File: config.mk
export PLATFORM = sky130hd
export DESIGN_NAME = i2c_master_phase_sequencer
export DESIGN_NICKNAME = d
export VERILOG_FILES = /design/src/rtl/i2cmps_pkg.sv /design/src/rtl/i2cmps_in_reg.sv /design/src/rtl/i2cmps_core.sv /design/src/rtl/i2cmps_out_reg.sv /design/src/rtl/i2c_master_phase_sequencer.sv
export SDC_FILE = /design/constraint.sdc
export NUM_CORES = 1
export LEC_CHECK = 0
export BUFFER_PORTS_ARGS = -buffer_cell sky130_fd_sc_hd__buf_2
export CAP_MARGIN = 20
export CORE_UTILIZATION = 40
export DETAILED_ROUTE_END_ITERATION = 16
export GPL_TIMING_DRIVEN = 0
export SYNTH_ARGS = -nofsm -noshare
export SYNTH_HDL_FRONTEND = slang
export SYNTH_HIERARCHICAL = 1
export SYNTH_SLANG_ARGS = --single-unit
File: constraint.sdc
create_clock -name clk_i -period 4.58 [get_ports clk_i]
set_clock_uncertainty 0.1 [all_clocks]
set_input_delay 0.916 -clock clk_i [delete_from_list [all_inputs] [get_ports clk_i]]
set_output_delay 0.916 -clock clk_i [all_outputs]
set_load 0.05 [all_outputs]
File: src/rtl/i2cmps_pkg.sv
// Shared types and codes for the I2C master phase sequencer.
package i2cmps_pkg;

  typedef enum logic [2:0] {
    CMD_NONE        = 3'd0,
    CMD_START       = 3'd1,
    CMD_STOP        = 3'd2,
    CMD_WRITE       = 3'd3,
    CMD_READ        = 3'd4,
    CMD_START_WRITE = 3'd5,
    CMD_START_READ  = 3'd6
  } cmd_e;

  // One bus delay interval with the command that may start in it.
  typedef struct packed {
    logic [2:0] command;
    logic [6:0] device_address;
    logic [7:0] write_data;
    logic [7:0] read_count;
    logic       sda_in;
  } item_t;

  // Line levels and status after one interval.
  typedef struct packed {
    logic       scl;
    logic       sda_out;
    logic       sda_drive;
    logic       busy_res;
    logic       done_res;
    logic       ack_ok;
    logic [7:0] read_data;
    logic [7:0] bytes_left;
    logic       bus_active;
  } result_t;

endpackage

File: src/rtl/i2cmps_in_reg.sv
// Input register that holds one accepted interval until the core takes it.
module i2cmps_in_reg (
  input  logic                clk_i,
  input  logic                rst_ni,
  input  logic                valid_i,
  output logic                ready_o,
  input  i2cmps_pkg::item_t   item_i,
  output logic                valid_o,
  input  logic                take_i,
  output i2cmps_pkg::item_t   item_o
);

  logic              valid_q;
  i2cmps_pkg::item_t item_q;

  assign ready_o = !valid_q || take_i;
  assign valid_o = valid_q;
  assign item_o  = item_q;

  always_ff @(posedge clk_i or negedge rst_ni) begin
    if (!rst_ni) begin
      valid_q <= 1'b0;
    end else if (ready_o) begin
      valid_q <= valid_i;
    end
  end

  always_ff @(posedge clk_i) begin
    if (ready_o && valid_i) begin
      item_q <= item_i;
    end
  end

endmodule

File: src/rtl/i2cmps_core.sv
// Bus phase sequencer: state registers and the one-interval step logic.
module i2cmps_core #(
  parameter int COUNT_WIDTH = 8
) (
  input  logic                  clk_i,
  input  logic                  rst_ni,
  input  logic                  step_i,
  input  i2cmps_pkg::item_t     item_i,
  output i2cmps_pkg::result_t   result_o
);

  typedef enum logic [3:0] {
    PH_IDLE, PH_RS, PH_SL, PH_CL, PH_W0, PH_W1, PH_W2,
    PH_R0, PH_R1, PH_A0, PH_A1, PH_A2, PH_S0, PH_S1
  } phase_e;

  localparam int LeftWidth = (COUNT_WIDTH < 8) ? COUNT_WIDTH : 8;

  phase_e                 phase_q, phase_d;
  i2cmps_pkg::cmd_e       cmd_q, cmd_d;
  logic [3:0]             bit_idx_q, bit_idx_d;
  logic [7:0]             shift_q, shift_d;
  logic                   bus_q, bus_d;
  logic [COUNT_WIDTH-1:0] bytes_q, bytes_d;
  logic                   ack_q, ack_d;
  logic                   scl_q, scl_d;
  logic                   sda_q, sda_d;
  logic                   drv_q, drv_d;

  always_comb begin
    phase_e     nxt;
    logic [3:0] inc;
    phase_d   = phase_q;
    cmd_d     = cmd_q;
    bit_idx_d = bit_idx_q;
    shift_d   = shift_q;
    bus_d     = bus_q;
    bytes_d   = bytes_q;
    ack_d     = ack_q;
    scl_d     = scl_q;
    sda_d     = sda_q;
    drv_d     = drv_q;
    nxt       = PH_IDLE;
    inc       = bit_idx_q + 4'd1;
    result_o  = '0;

    // A command is taken only between commands; the first interval runs at once.
    if (phase_d == PH_IDLE) begin
      case (i2cmps_pkg::cmd_e'(item_i.command))
        i2cmps_pkg::CMD_START: begin
          cmd_d = i2cmps_pkg::CMD_START; bit_idx_d = 4'd0;
          phase_d = bus_q ? PH_RS : PH_SL;
        end
        i2cmps_pkg::CMD_STOP: begin
          cmd_d = i2cmps_pkg::CMD_STOP; bit_idx_d = 4'd0;
          phase_d = PH_S0;
        end
        i2cmps_pkg::CMD_WRITE: begin
          cmd_d = i2cmps_pkg::CMD_WRITE; bit_idx_d = 4'd0;
          shift_d = item_i.write_data;
          phase_d = PH_W0;
        end
        i2cmps_pkg::CMD_READ: begin
          cmd_d = i2cmps_pkg::CMD_READ; bit_idx_d = 4'd0;
          shift_d = 8'd0;
          phase_d = PH_R0;
        end
        i2cmps_pkg::CMD_START_WRITE: begin
          cmd_d = i2cmps_pkg::CMD_START_WRITE; bit_idx_d = 4'd0;
          shift_d = {item_i.device_address, 1'b0};
          phase_d = bus_q ? PH_RS : PH_SL;
        end
        i2cmps_pkg::CMD_START_READ: begin
          cmd_d = i2cmps_pkg::CMD_START_READ; bit_idx_d = 4'd0;
          shift_d = {item_i.device_address, 1'b1};
          bytes_d = COUNT_WIDTH'(item_i.read_count);
          phase_d = bus_q ? PH_RS : PH_SL;
        end
        default: ;
      endcase
    end

    if (phase_d != PH_IDLE) begin
      inc = bit_idx_d + 4'd1;
      case (phase_d)
        PH_RS: begin
          drv_d = 1'b1; sda_d = 1'b1; scl_d = 1'b1; nxt = PH_SL;
        end
        PH_SL: begin
          drv_d = 1'b1; sda_d = 1'b0; nxt = PH_CL;
        end
        PH_CL: begin
          scl_d = 1'b0; bus_d = 1'b1;
          if (cmd_d == i2cmps_pkg::CMD_START) begin
            nxt = PH_IDLE;
          end else begin
            bit_idx_d = 4'd0; nxt = PH_W0;
          end
        end
        PH_W0: begin
          drv_d = 1'b1;
          sda_d = shift_d[3'd7 - bit_idx_d[2:0]];
          nxt = PH_W1;
        end
        PH_W1: begin
          scl_d = 1'b1; nxt = PH_W2;
        end
        PH_W2: begin
          scl_d = 1'b0;
          if (inc >= 4'd8) begin
            bit_idx_d = 4'd0; nxt = PH_R0;
          end else begin
            bit_idx_d = inc; nxt = PH_W0;
          end
        end
        PH_R0: begin
          drv_d = 1'b0; sda_d = 1'b1; scl_d = 1'b1;
          if (cmd_d == i2cmps_pkg::CMD_READ) begin
            shift_d = {shift_d[6:0], item_i.sda_in};
          end else begin
            ack_d = !item_i.sda_in;
          end
          nxt = PH_R1;
        end
        PH_R1: begin
          scl_d = 1'b0;
          if (cmd_d != i2cmps_pkg::CMD_READ) begin
            // A start read whose address was refused expects no bytes.
            if (cmd_d == i2cmps_pkg::CMD_START_READ && !ack_d) begin
              bytes_d = '0;
            end
            nxt = PH_IDLE;
          end else if (inc >= 4'd8) begin
            bit_idx_d = 4'd0; nxt = PH_A0;
          end else begin
            bit_idx_d = inc; nxt = PH_R0;
          end
        end
        PH_A0: begin
          drv_d = 1'b1;
          sda_d = (bytes_d > COUNT_WIDTH'(1)) ? 1'b0 : 1'b1;
          nxt = PH_A1;
        end
        PH_A1: begin
          scl_d = 1'b1; nxt = PH_A2;
        end
        PH_A2: begin
          scl_d = 1'b0;
          if (bytes_d > COUNT_WIDTH'(1)) begin
            bytes_d = bytes_d - COUNT_WIDTH'(1); nxt = PH_IDLE;
          end else begin
            nxt = PH_S0;
          end
        end
        PH_S0: begin
          drv_d = 1'b1; sda_d = 1'b0; scl_d = 1'b1; nxt = PH_S1;
        end
        PH_S1: begin
          sda_d = 1'b1; bus_d = 1'b0;
          if (cmd_d == i2cmps_pkg::CMD_READ) begin
            bytes_d = '0;
          end
          nxt = PH_IDLE;
        end
        default: nxt = PH_IDLE;
      endcase
      phase_d = nxt;
      if (phase_d == PH_IDLE) begin
        result_o.done_res = 1'b1;
        if (cmd_d == i2cmps_pkg::CMD_WRITE || cmd_d == i2cmps_pkg::CMD_START_WRITE ||
            cmd_d == i2cmps_pkg::CMD_START_READ) begin
          result_o.ack_ok = ack_d;
        end
        if (cmd_d == i2cmps_pkg::CMD_READ) begin
          result_o.read_data = shift_d;
        end
      end else begin
        result_o.busy_res = 1'b1;
      end
    end

    result_o.scl        = scl_d;
    result_o.sda_out    = sda_d;
    result_o.sda_drive  = drv_d;
    result_o.bytes_left = 8'(bytes_d[LeftWidth-1:0]);
    result_o.bus_active = bus_d;
  end

  always_ff @(posedge clk_i or negedge rst_ni) begin
    if (!rst_ni) begin
      phase_q   <= PH_IDLE;
      cmd_q     <= i2cmps_pkg::CMD_NONE;
      bit_idx_q <= 4'd0;
      shift_q   <= 8'd0;
      bus_q     <= 1'b0;
      bytes_q   <= '0;
      ack_q     <= 1'b0;
      scl_q     <= 1'b1;
      sda_q     <= 1'b1;
      drv_q     <= 1'b1;
    end else if (step_i) begin
      phase_q   <= phase_d;
      cmd_q     <= cmd_d;
      bit_idx_q <= bit_idx_d;
      shift_q   <= shift_d;
      bus_q     <= bus_d;
      bytes_q   <= bytes_d;
      ack_q     <= ack_d;
      scl_q     <= scl_d;
      sda_q     <= sda_d;
      drv_q     <= drv_d;
    end
  end

endmodule

File: src/rtl/i2cmps_out_reg.sv
// Result register that holds one interval's outputs until the sink takes it.
module i2cmps_out_reg (
  input  logic                  clk_i,
  input  logic                  rst_ni,
  input  logic                  valid_i,
  output logic                  ready_o,
  input  i2cmps_pkg::result_t   result_i,
  output logic                  valid_o,
  input  logic                  ready_i,
  output i2cmps_pkg::result_t   result_o
);

  logic                valid_q;
  i2cmps_pkg::result_t result_q;

  assign ready_o  = !valid_q || ready_i;
  assign valid_o  = valid_q;
  assign result_o = result_q;

  always_ff @(posedge clk_i or negedge rst_ni) begin
    if (!rst_ni) begin
      valid_q <= 1'b0;
    end else if (ready_o) begin
      valid_q <= valid_i;
    end
  end

  always_ff @(posedge clk_i) begin
    if (ready_o && valid_i) begin
      result_q <= result_i;
    end
  end

endmodule

File: src/rtl/i2c_master_phase_sequencer.sv
// Top level of the I2C master phase sequencer.
//
//   channel  dir  width          contents
//   s_axis   in   tdata 24, tuser 3   one bus delay interval and its command
//   m_axis   out  tdata 24       line levels and status after that interval
//
// One interval is accepted every cycle while the result side is not stalled; its result
// is held first in the input register and then in the result register.
// Reset leaves the sequencer idle with SCL and SDA driven high and no bus held.
// A stalled result holds; one more interval can wait in the input register,
// after which s_axis_tready drops until the result is taken.
module i2c_master_phase_sequencer #(
  parameter int COUNT_WIDTH = 8
) (
  input  logic        clk_i,
  input  logic        rst_ni,
  input  logic        s_axis_tvalid,
  output logic        s_axis_tready,
  // [6:0] device_address, [14:7] write_data, [22:15] read_count, [23] sda_in
  input  logic [23:0] s_axis_tdata,
  // [2:0] command
  input  logic [2:0]  s_axis_tuser,
  output logic        m_axis_tvalid,
  input  logic        m_axis_tready,
  // [0] scl, [1] sda_out, [2] sda_drive, [3] busy_res, [4] done_res, [5] ack_ok,
  // [13:6] read_data, [21:14] bytes_left, [22] bus_active, [23] zero
  output logic [23:0] m_axis_tdata
);

  i2cmps_pkg::item_t   in_item, reg_item;
  i2cmps_pkg::result_t core_res, out_res;
  logic                reg_valid, out_ready, step;

  assign in_item.command        = s_axis_tuser;
  assign in_item.device_address = s_axis_tdata[6:0];
  assign in_item.write_data     = s_axis_tdata[14:7];
  assign in_item.read_count     = s_axis_tdata[22:15];
  assign in_item.sda_in         = s_axis_tdata[23];

  assign step = reg_valid && out_ready;

  i2cmps_in_reg u_in_reg (
    .clk_i   (clk_i),
    .rst_ni  (rst_ni),
    .valid_i (s_axis_tvalid),
    .ready_o (s_axis_tready),
    .item_i  (in_item),
    .valid_o (reg_valid),
    .take_i  (step),
    .item_o  (reg_item)
  );

  i2cmps_core #(
    .COUNT_WIDTH (COUNT_WIDTH)
  ) u_core (
    .clk_i    (clk_i),
    .rst_ni   (rst_ni),
    .step_i   (step),
    .item_i   (reg_item),
    .result_o (core_res)
  );

  i2cmps_out_reg u_out_reg (
    .clk_i    (clk_i),
    .rst_ni   (rst_ni),
    .valid_i  (reg_valid),
    .ready_o  (out_ready),
    .result_i (core_res),
    .valid_o  (m_axis_tvalid),
    .ready_i  (m_axis_tready),
    .result_o (out_res)
  );

  assign m_axis_tdata = {1'b0, out_res.bus_active, out_res.bytes_left, out_res.read_data,
                         out_res.ack_ok, out_res.done_res, out_res.busy_res,
                         out_res.sda_drive, out_res.sda_out, out_res.scl};

endmodule

==> impl_results.md <==
* Final Cell Area at between 0.005 and 0.006 mm^2
* Worst-case reg-to-reg path depth at 15
* Vias in the first global route at ~4,000
* Pre-Repair DR Iteration Count at 7
* Post-synth EDFFs at 50
* Core ar. at 0.01206 mm^2
* Leak at about 2.1 nW
* FF-to-FF End: u_out_reg/result_o[14]$_DFFE_PP_
* Achievable Freq at about 0.24 GHz
* Grt total ovfl at 0
* HP Class: flip-flop to flip-flop
* Longest Clk Path Bufs at 2
* Crit path kind: flip-flop to flip-flop
* Post-Synthesis Cell Area at just under 0.005 mm^2
* Crit. Startpoint: u_core/phase_q[3]$_DFFE_PN0P_
* Iter 0 DRT Violations at between 300 and 400
* Worst Path Max Fanout at 10
* Hold wc startpoint: u_core/drv_q$_DFFE_PN1P_
* Die height at about 110 um
* Slew headroom at 0.4166
* R2R Setup Slk at roughly 330 ps
* PwrDens at 597.6 mW/mm^2
* Clock root buffer: clkbuf_16
* Syn Nets at 519
* Largest net degree at the start of global routing at 35
* Final Hold Viols at 0
* Unrepaired setup endpoints after global routing: false
* Number of synthesis warnings at 6
* Hold Slack at 395.3 ps
* Area leader, netlist: edfxtp_1
* Placer congestion estimate at a little over 0.9
* Cell Count Post-Placement at roughly 710
* Status: finished, final reports clean
* Max Slew Vio Count at 0
* Antenna Cells at 0
* Top cell type's share of synthesized area at 0.3027
* WP data arrival at between 4000 and 5000 ps
* Reg2reg start: u_core/phase_q[3]$_DFFE_PN0P_
* Yosys cell types at 80
* Top cells by count, synth: edfxtp_1, a21oi_1, nand2_1, nor2_1, dfrtp_1
* Setup WS post-layout at ~330 ps
* Layout cells sized above 1 at 0.2294
* Final period utilization at 0.9279
* Clock transition at path regs at approximately 60 ps
* Worst-skew pair later-pin latency at approximately 350 ps
* Synth Instances at slightly below 500
* Final setup fails at 0
* Worst hold stages at 2
* Port Buffers at between 50 and 60
* Design Power at around 3.4 mW
* Layout Utilization at 0.4772
* Syn Area/Cell at just over 10 um^2
* Ys async rst share at 0.4048
* Initial antenna violation count at 0
* Non-filler cells, final at ~730
* DR vias/cell at roughly 5.8
* DIE AREA at roughly 0.013 mm^2
* Hold Crit Endpoint: u_core/drv_q$_DFFE_PN1P_
* Placement Cell Area at around 0.0054 mm^2
* Synth area leaders: edfxtp_1, dfrtp_1, a21oi_1
* Post-Route WL at approximately 13,000 um
* Via count at 4,225
* Post-DP HPWL at between 9000 and 10,000 um
* Die width at 113.4 um
* TritonCTS clock tree: yes
* Yosys reg bits at 84
* Max IR drop VDD at ~0.00025 V
* Final min period at between 4000 and 5000 ps
* Initial Util at 0.4112
* # clock sinks at 84
* DRC errors left at 0
* First-pass GRT wire length at between 20,000 and 25,000 um
* Final #Nets at 587
* Most frequent cell after synthesis: edfxtp_1
* Antenna-violating nets left at 0
* Max Cap Viol at 0
* DP Worst Slack at roughly 120 ps
* Std-Cell Rows at 40
* Gr usage total at 0.2168
* Setup crit start kind: flip-flop
* Top FF cell, synth: edfxtp_1
* I/O pin cnt at 57
* Worst-Margin Slew at 875.2 ps
* WL per Instance at approximately 18 um
* Req. time, crit path at roughly 4700 ps
* CTS buffer count at 9
* H-tree depth at 3
* Area grow syn2layout at 16.04%
* Register area share after synthesis at 0.4750
* Setup TNS at 0 ps
* Setup crit end kind: flip-flop
power breakdown:
group,internal [mW],switching (mW),leakage [nW]
Combinational,0.579,1.03,1.14
Clock,0.377,0.290,0.127
Sequential,1.04,0.126,0.887
per-layer routing:
metal / global-route usage / share of wire
met4: 0.08421 / 0.026
met2: 0.3423 / 0.46
met3: 0.04713 / 0.074
met1: 0.2911 / 0.44
met5: 0 / 0
worst max-delay path by stage:
stage                                  endpoint  slack (ps)  cells past startpoint
6_report       u_out_reg/result_o[14]$_DFFE_PP_         330                     15
5_1_grt        u_out_reg/result_o[16]$_DFFE_PP_         0.3                     15
4_1_cts        u_out_reg/result_o[14]$_DFFE_PP_          90                     15
3_5_place_dp   u_out_reg/result_o[14]$_DFFE_PP_         120                     15
3_3_place_gp   u_out_reg/result_o[10]$_DFFE_PP_         170                     15
2_1_floorplan  u_out_reg/result_o[10]$_DFFE_PP_         830                     15
state kept, by name, indices dropped and copies added (netlist names):
signal,cells
u_core/ack_q,1
u_core/bit_idx_q,4
u_core/bus_q,1
u_core/bytes_q,8
u_core/cmd_q,3
u_core/drv_q,1
u_core/phase_q,4
u_core/scl_q,1
u_core/sda_q,1
u_core/shift_q,8
u_in_reg/item_o,27
u_in_reg/valid_o,1
u_out_reg/result_o,23
u_out_reg/valid_o,1
final cells by class:
class                      count  area (um^2)
tap                          168        210.2
multi-input combinational    350         2391
clock buffer                  11        242.7
inverter                      11        41.29
timing repair buffer          57        290.3
sequential                    84         2356
fill                        1138         6306
clock inverter                 5        27.53
buffer                        40        196.4
cell families after synthesis:
kind of cell / count (synthesis) / synth area share
simple gates: 159 / 0.1748
mux: 32 / 0.07038
compound gates: 147 / 0.2096
buf+inv: 51 / 0.04743
fa+ha+maj: 4 / 0.009587
flops: 84 / 0.4750
xor+xnor: 7 / 0.01236
other cells: 1 / 0.0007561
cell usage in the layout, fill, tap and decap left out, drive strengths merged, types with 7 or more instances in the layout:
master  count
o22ai      11
mux2       13
a211oi      9
nand2b     19
buf        75
inv        11
clkbuf     33
o221ai      7
nor2       37
a21oi      36
o21ai      25
mux2i      18
dfrtp      31
nand2      37
nor4       10
nor3       16
edfxtp     50
worst max-delay path, cell delays in order (launching register included):
cell and delay, ps:
dfrtp_1 350, clkbuf_1 220, or4_4 590, nor2_4 260
buf_4 240, mux2i_1 260, inv_1 100, ha_1 190
nor2_1 160, nor4_1 90, mux2i_1 330, nor2_1 180
a2111oi_4 390, nand4_1 170, buf_2 220, nor3_1 210
repair_timing:
item / CTS / global route
setup buffers: 0 / 2
hold buffers: 0 / 0
resized for setup: 0 / 5
endpoints found under the setup margin: 0 / 11
No activity file was read; power rests on OpenSTA's default activity.
